[config.mk]
export PLATFORM = sky130hd
export DESIGN_NAME = sci_divider
export DESIGN_NICKNAME = d
export VERILOG_FILES = /design/src/sampled_curve_interpolator_core_defines.svh /design/src/sci_divider.sv
export SDC_FILE = /design/constraint.sdc
export NUM_CORES = 1
export LEC_CHECK = 0
export ABC_AREA = 0
export BUFFER_PORTS_ARGS = -buffer_cell sky130_fd_sc_hd__buf_2
export CORE_MARGIN = 2
export CORE_UTILIZATION = 50
export DETAILED_ROUTE_END_ITERATION = 6
export GPL_TIMING_DRIVEN = 0
export PLACE_DENSITY_LB_ADDON = 0.12
export SLEW_MARGIN = 20
export SYNTH_ARGS = -nofsm -noshare
export SYNTH_HDL_FRONTEND = slang
export SYNTH_SLANG_ARGS = --single-unit
[constraint.sdc]
create_clock -name clk_i -period 2.76 [get_ports clk_i]
set_input_delay 0 -clock clk_i [delete_from_list [all_inputs] [get_ports clk_i]]
set_output_delay 0 -clock clk_i [all_outputs]
set_load 0.01 [all_outputs]
[src/sampled_curve_interpolator_core_defines.svh]
// ----------------------------------------------------------------------------
// sampled_curve_interpolator_core_defines
// Assertion macros used by the interpolator core.
// ----------------------------------------------------------------------------
`ifndef SAMPLED_CURVE_INTERPOLATOR_CORE_DEFINES_SVH
`define SAMPLED_CURVE_INTERPOLATOR_CORE_DEFINES_SVH
// Implication checked on every clock edge outside reset.
`define SCI_ASSERT_IMPL(lbl, clk, rstn, ante, cons, msg) \
  lbl: assert property (@(posedge clk) disable iff (!rstn) (ante) |-> (cons)) \
    else $error(msg);
// Implication whose consequence is checked in the next cycle.
`define SCI_ASSERT_NEXT(lbl, clk, rstn, ante, cons, msg) \
  lbl: assert property (@(posedge clk) disable iff (!rstn) (ante) |=> (cons)) \
    else $error(msg);
`endif

[src/sci_divider.sv]
// ----------------------------------------------------------------------------
// sci_divider
// Restoring divider of unsigned 48-bit by 32-bit operands, one bit a cycle.
// ----------------------------------------------------------------------------
module sci_divider (
  input  logic        clk_i,
  input  logic        rst_ni,
  input  logic        start_i,
  input  logic [47:0] dividend_i,
  input  logic [31:0] divisor_i,
  output logic        busy_o,
  output logic        done_o,
  output logic [47:0] quotient_o
);
  logic [5:0]  cnt_q, cnt_d;
  logic        busy_q, busy_d, done_q, done_d;
  logic [47:0] quo_q, quo_d;
  logic [32:0] rem_q, rem_d;
  logic [31:0] dsr_q, dsr_d;
  logic [32:0] trial;

  always_comb begin
    busy_d = busy_q;
    done_d = 1'b0;
    cnt_d  = cnt_q;
    quo_d  = quo_q;
    rem_d  = rem_q;
    dsr_d  = dsr_q;
    trial  = {rem_q[31:0], quo_q[47]};
    if (start_i) begin
      busy_d = 1'b1;
      cnt_d  = 6'd0;
      quo_d  = dividend_i;
      rem_d  = '0;
      dsr_d  = divisor_i;
    end else if (busy_q) begin
      if (trial >= {1'b0, dsr_q}) begin
        rem_d = trial - {1'b0, dsr_q};
        quo_d = {quo_q[46:0], 1'b1};
      end else begin
        rem_d = trial;
        quo_d = {quo_q[46:0], 1'b0};
      end
      cnt_d = cnt_q + 6'd1;
      if (cnt_q == 6'd47) begin
        busy_d = 1'b0;
        done_d = 1'b1;
      end
    end
  end

  always_ff @(posedge clk_i or negedge rst_ni) begin
    if (!rst_ni) begin
      busy_q <= 1'b0;
      done_q <= 1'b0;
      cnt_q  <= '0;
    end else begin
      busy_q <= busy_d;
      done_q <= done_d;
      cnt_q  <= cnt_d;
    end
  end

  always_ff @(posedge clk_i) begin
    quo_q <= quo_d;
    rem_q <= rem_d;
    dsr_q <= dsr_d;
  end

  assign busy_o     = busy_q;
  assign done_o     = done_q;
  assign quotient_o = quo_q;
endmodule

==> metrics.md, run 1 <==
| Metric | Value |
|---|---|
| Status | finished, violations left |
| Failing checks | setup timing |
| Xor/xnor share of the synthesized area | 3.775% |
| Final Hold Vio Count | 0 |
| Reg-to-Reg Start | quotient_o[47] |
| NumNets Final | 995 |
| Critical path class | flop to flop |
| Pwr Density | 1006 nW/um2 |
| Asr flop ratio synth | 6.667% |
| DRC | 0 |
| Final HPWL DP | 11.75 mm |
| Largest net degree at the start of global routing | 34 |
| Main combinational cell family by area after synthesis | compound AO/OA/AOI/OAI gates |
| Final setup margin | -0.008430 ns |
| Reg clk slew, reported paths | 0.06 ns |
| # H-tree levels | 4 |
| Die Height | 120.0 um |
| Tot GR Track Use | 26.34% |
| Fin. max-slew vios | 0 |
| Mean Syn Cell Area | 10.76 um2 |
| Prevailing post-synth register cell | edfxtp_1 |
| Fmax | 361.2 MHz |
| CTS Buf Count | 17 |
| Seq cells post-synth | 120 |
| Final Skew | 0.01102 ns |
| DR iter-0 viols | 386 |
| Global placement routability congestion | 0.8975 |
| Share of layout cells above drive strength 1 | 33.22% |
| Final Power | 9.612 mW |
| Routed vias | 5870 |
| Core Rows | 42 |
| Area grow syn2layout | 42.07% |
| Starting density of the core | 51.01% |
| First-pass GRT wire length | 29.58 mm |
| Worst Tran Pin Value | 0.7943 ns |
| Antenna violations before repair | 0 |
| Max VDD drop | 0.6298 mV |
| RSZ-0062 raised after global routing | yes |
| Die ar. | 14400 um2 |
| Pre-antenna DRT Iters | 4 |
| Core Box Area | 13190 um2 |
| Clock sinks | 120 |
| Simple-Gate Fraction of Synth Area | 10.54% |
| Distinct cell type count after synthesis | 62 |
| Clock Tree Buf Depth | 2 |
| # port buffers | 132 |
| WL per Instance | 17.82 um |
| Proportion of synthesized area in mux cells | 10.25% |
| Clock latency on the worst-skew pair | 0.42 ns |
| Arr. time, crit path | 3.11 ns |
| Io pins | 133 |
| N_diodes | 0 |
| Hold Startpoint | start_i |
| Min-Delay Path Class | input pin to flop |
| Period utilisation layout | 100.3% |
| Sequential area share after synthesis | 48.21% |
| Chip Width | 120.0 um |
| CP required | 3.10 ns |
| Compound-cell area share of the yosys netlist | 16.31% |
| Largest fanout on the critical path | 3 |
| Vias per cell | 5.501 |
| Post-synth net total | 742 |
| Mapped Cells | 625 |
| Post-synth EDFFs | 80 |
| Reg-to-reg slack, setup | -0.008 ns |
| Beginning of the critical path | quotient_o[47] |
| Final worst path period need | 2.768 ns |
| Crit start category | flop |
| Via count of the first global-routing pass | 6085 |
| Leak | 4.173 nW |
| Overflow after GRT | 0 |
| Routed WL | 19.01 mm |
| Cell Area, Synth | 6728 um2 |
| Relative slew slack | 47.05% |
| CTS tree | done |
| Max-Cap Viols | 0 |
| Dpl ws | -0.3053 ns |
| Post-Synth Adder-Cell Area | 6.435% |
| Crit. End Element | flop |
| Setup Viol. Count Final | 1 |
| Antenna-violating nets left | 0 |
| Root buf cell | clkbuf_16 |
| YS warnings | 0 |
-- path summary, 6_finish.rpt --
path | endpoint | depth (start not counted)
hold / removal | dsr_q[6] | 1
setup / recovery | rem_q[30] | 12
setup reg to reg | rem_q[30] | 12
min in group asynchronous | busy_o | 3
max in group asynchronous | cnt_q[5] | 3
hold reg to reg | rem_q[2] | 2
-- cell usage after synthesis (9+ instances only) --
cell type,number,area [um2]
a21o_1,13,97.59
o21ai_0,13,65.06
a21oi_1,62,310.3
nor2_1,59,221.5
mux2_2,47,529.3
ha_1,33,412.9
edfxtp_1,80,2402
a211oi_1,22,165.2
nand2_1,32,120.1
o21ai_1,9,45.04
xnor2_1,17,148.9
inv_1,40,150.1
xor2_1,12,105.1
clkbuf_1,18,67.56
dfxtp_1,32,640.6
nor3_1,9,45.04
mux2i_1,16,160.2
-- layer usage --
layer | up-vias | wire, um | GRT usage [%] | share of wire, %
li1 | 2803 | - | - | -
met1 | 2797 | 7927 | 31.45 | 42
met2 | 221 | 9230 | 44.92 | 49
met3 | 49 | 1277 | 6.939 | 6.7
met4 | 0 | 576 | 10.96 | 3.0
met5 | - | 0 | 0 | 0
-- kinds of logic after synthesis --
logic type	after synthesis
buffers and inverters	69
multiplexers	63
AND/OR/NAND/NOR	150
adder cells (fa/ha/maj)	34
flip-flops	120
XOR/XNOR	29
AO/OA/AOI/OAI	160
-- registers in the layout (all words and copies together), names as in the netlist --
name / count
dsr_q: 32
busy_o: 1
rem_q: 32
cnt_q: 6
done_o: 1
quotient_o: 48
-- cell type report --
class	instances	area (um2)
Tap cell	176	220.2
Fill cell	930	3632
Timing Repair Buffer	236	1698
Buffer	27	180.2
Sequential cell	120	3243
Clock inverter	11	193.9
Inverter	40	150.1
Multi-Input combinational cell	436	3412
Clock buffer	21	460.4
-- critical path, cell delays in order (launching register included) --
cell and delay [ns]:
edfxtp_1 0.38, inv_1 0.06, ha_2 0.20, fa_2 0.40, nor2b_2 0.13, o21ai_1 0.07
nand2b_1 0.15, a21oi_4 0.10, o31ai_4 0.29, a21oi_2 0.10, a41o_1 0.21, or3_4 0.34
a311oi_2 0.26
-- what timing repair did --
action,4_1_cts,5_1_grt
gates cloned,0,2
hold buffers,82,0
gates resized for setup,18,44
buffers inserted,12,8
setup endpoints to repair,30,32
pin swaps,7,25
endpoints found under the hold margin,88,0
-- power by group --
group / leakage, nW / switching (mW) / total (mW) / internal, mW
registers: 1.19 / 0.291 / 2.60 / 2.31
logic: 2.67 / 2.36 / 4.54 / 2.18
clock network: 0.318 / 0.824 / 2.48 / 1.65
total: 4.17 / 3.48 / 9.61 / 6.13
-- cell usage in the layout (no fill, tap or decap), drive strengths merged, types with 4 or more instances in the layout --
| cell | synthesis | final |
|---|---|---|
| and2 | 5 | 5 |
| nor2 | 59 | 59 |
| bufinv | 0 | 5 |
| nand3 | 8 | 8 |
| xnor2 | 17 | 17 |
| o21ai | 22 | 22 |
| clkinv | 0 | 4 |
| nor2b | 4 | 4 |
| nand2b | 8 | 8 |
| dfxtp | 32 | 32 |
| clkbuf | 18 | 39 |
| mux2i | 16 | 16 |
| xor2 | 12 | 12 |
| ha | 33 | 33 |
| a211oi | 31 | 31 |
| mux2 | 47 | 47 |
| nand4 | 7 | 7 |
| buf | 11 | 163 |
| edfxtp | 80 | 80 |
| dfrtp | 8 | 8 |
| dlygate4sd3 | 0 | 82 |
| a21o | 13 | 13 |
| a21oi | 62 | 62 |
| nand2 | 32 | 32 |
| o21bai | 5 | 5 |
| inv | 40 | 41 |
| nor3 | 10 | 10 |
-- through the flow --
| stage | utilization (%) | hold slack (ns) | setup TNS [ns] | std cells | area (um2) |
|---|---|---|---|---|---|
| 2_1_floorplan | - | -0.2956 | 0 | 625 | 6728 |
| 3_3_place_gp | 57.68 | -0.1536 | -35.84 | 933 | 7609 |
| 3_5_place_dp | 57.84 | -0.1428 | -2.560 | 934 | 7629 |
| 4_1_cts | 70.38 | 0.2205 | -0.03841 | 1060 | 9283 |
| 5_1_grt | 72.46 | 0.2470 | -0.5655 | 1067 | 9558 |
| 6_report | 72.46 | 0.2131 | -0.008430 | 1067 | 9558 |
(Power assumes the default switching activity.)
==> run 2: changes to the inputs <==
- REMOVE_ABC_BUFFERS: unset -> 1
==> run 2 against run 1 <==
Net effect:
- the run now ends clean
- non-clock buffer count is 23 lower
- wire length down 3.2%
- clock power shrank 9.7%
- fmax up 0.51%
- sequential power about the same
- worst setup slack improved by 0.014 ns
- combinational power increased by 1%
- die area did not move
- count of clock-buffer cells in the layout fell by 2
- register-to-register slack about the same
==> metrics.md, run 2 (synthesis results as in run 1) <==
| Metric | Value |
|---|---|
| Max-Cap Viols | 0 (unchanged) |
| First-pass GRT wire length | 28.88 mm (-2.4%) |
| Root buf cell | clkbuf_16 |
| Min-Delay Path Class | input pin to flop |
| Relative slew slack | 49.99% (+2.9 points) |
| Largest fanout on the critical path | 7 (+4) |
| Core Box Area | 13190 um2 (unchanged) |
| Antenna-violating nets left | 0 (unchanged) |
| Crit. End Element | flop |
| Area post-placement | 7522 um2 (-1.4%) |
| Final HPWL DP | 10.27 mm (-13%) |
| RSZ-0062 raised after global routing | yes |
| Starting density of the core | 51.01% (unchanged) |
| Clock sinks | 120 (unchanged) |
| Reg-to-Reg Start | dsr_q[17] |
| Pwr Density | 986.3 nW/um2 (-1.9%) |
| Largest register FFs | 48 (unchanged) |
| Period utilisation layout | 99.79% (-0.51 points) |
| Routed vias | 5799 (-1.2%) |
| Fmax | 363.1 MHz (+0.51%) |
| Die Height | 120.0 um (unchanged) |
| Most frequent cells in the layout | 131 x buf_2, 82 x dlygate4sd3_1, 80 x edfxtp_1 |
| Clock latency on the worst-skew pair | 0.42 ns (about the same) |
| CTS tree | done |
| Design area | 9580 um2 (+0.24%) |
| Core Rows | 42 (unchanged) |
| Largest net degree at the start of global routing | 79 (+130%) |
| Share of layout cells above drive strength 1 | 35.47% (+2.2 points) |
| Chip Width | 120.0 um (unchanged) |
| CTS Buf Count | 17 (unchanged) |
| Status | complete, no violations |
| Most common cell after layout, fill and taps aside | buf_2 |
| Final Util | 72.63% (+0.17 points) |
| Antenna violations before repair | 0 (unchanged) |
| Beginning of the critical path | dsr_q[17] |
| Routed WL | 18.40 mm (-3.2%) |
| Final Skew | 0.009384 ns (-0.001640 ns) |
| WL per Instance | 17.52 um (-1.7%) |
| Final worst path period need | 2.754 ns (-0.01416 ns) |
| Critical path class | flop to flop |
| Via count of the first global-routing pass | 5744 (-5.6%) |
| Tot GR Track Use | 25.72% (-0.62 points) |
| Die ar. | 14400 um2 (unchanged) |
| Vias per cell | 5.523 (+0.39%) |
| Pre-antenna DRT Iters | 5 (+1) |
| N_diodes | 0 (unchanged) |
| Global placement routability congestion | 0.9061 (+0.96%) |
| NumNets Final | 978 (-1.7%) |
| # port buffers | 132 (unchanged) |
| Dpl ws | -0.4969 ns (-0.1917 ns) |
| Reg clk slew, reported paths | 0.06 ns (about the same) |
| Clock Tree Buf Depth | 2 (unchanged) |
| Final setup margin | 0.005727 ns (+0.01416 ns) |
| # H-tree levels | 4 (unchanged) |
| Area grow syn2layout | 42.40% |
| DRC | 0 (unchanged) |
| Io pins | 133 (unchanged) |
| Setup Viol. Count Final | 0 (-1) |
| Max VDD drop | 0.6133 mV (-2.6%) |
| Hold Startpoint | start_i |
| Final Hold Vio Count | 0 (unchanged) |
| Crit start category | flop |
| Worst Tran Pin Value | 0.7501 ns (-0.04413 ns) |
| Arr. time, crit path | 3.08 ns (-0.03 ns) |
| Leak | 4.073 nW (-2.4%) |
| CP required | 3.09 ns (about the same) |
| Overflow after GRT | 0 (unchanged) |
| Fin. max-slew vios | 0 (unchanged) |
| DR iter-0 viols | 398 (+3.1%) |
## run 2: changes by cell type in the layout (fill, tap and decap cells not counted), moves of 3 or more
cell / change
clkbuf_1: -18
ha_1: -12
ha_4: +10
o21a_4: +6
a211oi_1: +4
a211oi_2: -4
buf_2: -4
buf_12: -3
buf_4: +3
bufinv_16: -3
inv_6: +3
## run 2: metrics by stage
stage	std cells	TNS, ns	total power, mW	hold slack [ns]
finish	1050	0	9.450	0.01734
global route	1050	-0.4357	9.950	0.01321
CTS	1034	-0.1036	8.699	0.006972
detailed placement	906	-10.04	5.865	-0.1425
global placement	904	-82.48	5.800	-0.1518
floorplan	596	-20.41	5.090	-0.2956
## run 2: worst max-delay path, stage by stage, from the launching register on
cell and delay (ns):
edfxtp_1 0.32, inv_1 0.08, ha_4 0.32, nand4_1 0.16
buf_4 0.18, nor4b_4 0.24, nand4_1 0.25, o311a_4 0.25
o21a_4 0.20, or3_1 0.39, a311oi_2 0.27
## run 2: report_power, final
group          internal [mW]  switching [mW]  leakage [nW]
sequential              2.30           0.308          1.19
clock                   1.39           0.852         0.294
combinational           2.20            2.40          2.59
## run 2: what timing repair did
action	4_1_cts	5_1_grt
pin swaps	8	26
setup buffers	8	16
gates cloned	6	0
endpoints found under the setup margin	33	33
endpoints found under the hold margin	88	0
hold buffers	82	0
gates resized for setup	20	56
## run 2: routing by layer
| layer | GRT usage (%) | up-vias | routed length, um |
|---|---|---|---|
| li1 | - | 2783 | - |
| met1 | 31.85 | 2753 | 7721 |
| met2 | 42.33 | 223 | 8872 |
| met3 | 8.555 | 40 | 1296 |
| met4 | 8.456 | 0 | 508 |
| met5 | 0 | - | 0 |
## run 2: worst paths after layout
path / to / slack (ns) / cells past startpoint
worst min register to register: rem_q[25] / 0.49 / 2
worst max register to register: rem_q[30] / 0.006 / 10
max in group asynchronous: busy_o / 1.91 / 3
worst max-delay path: rem_q[30] / 0.006 / 10
worst min-delay path: dsr_q[4] / 0.02 / 1
min in group asynchronous: busy_o / 0.55 / 3
## run 2: cell type report
| cell class | instances | area [um2] |
|---|---|---|
| Clock buffer | 19 | 452.9 |
| Clock inverter | 13 | 143.9 |
| Fill cell | 913 | 3610 |
| Inverter | 40 | 150.1 |
| Multi-Input combinational cell | 442 | 3623 |
| Sequential cell | 120 | 3247 |
| Tap cell | 176 | 220.2 |
| Timing Repair Buffer | 240 | 1743 |
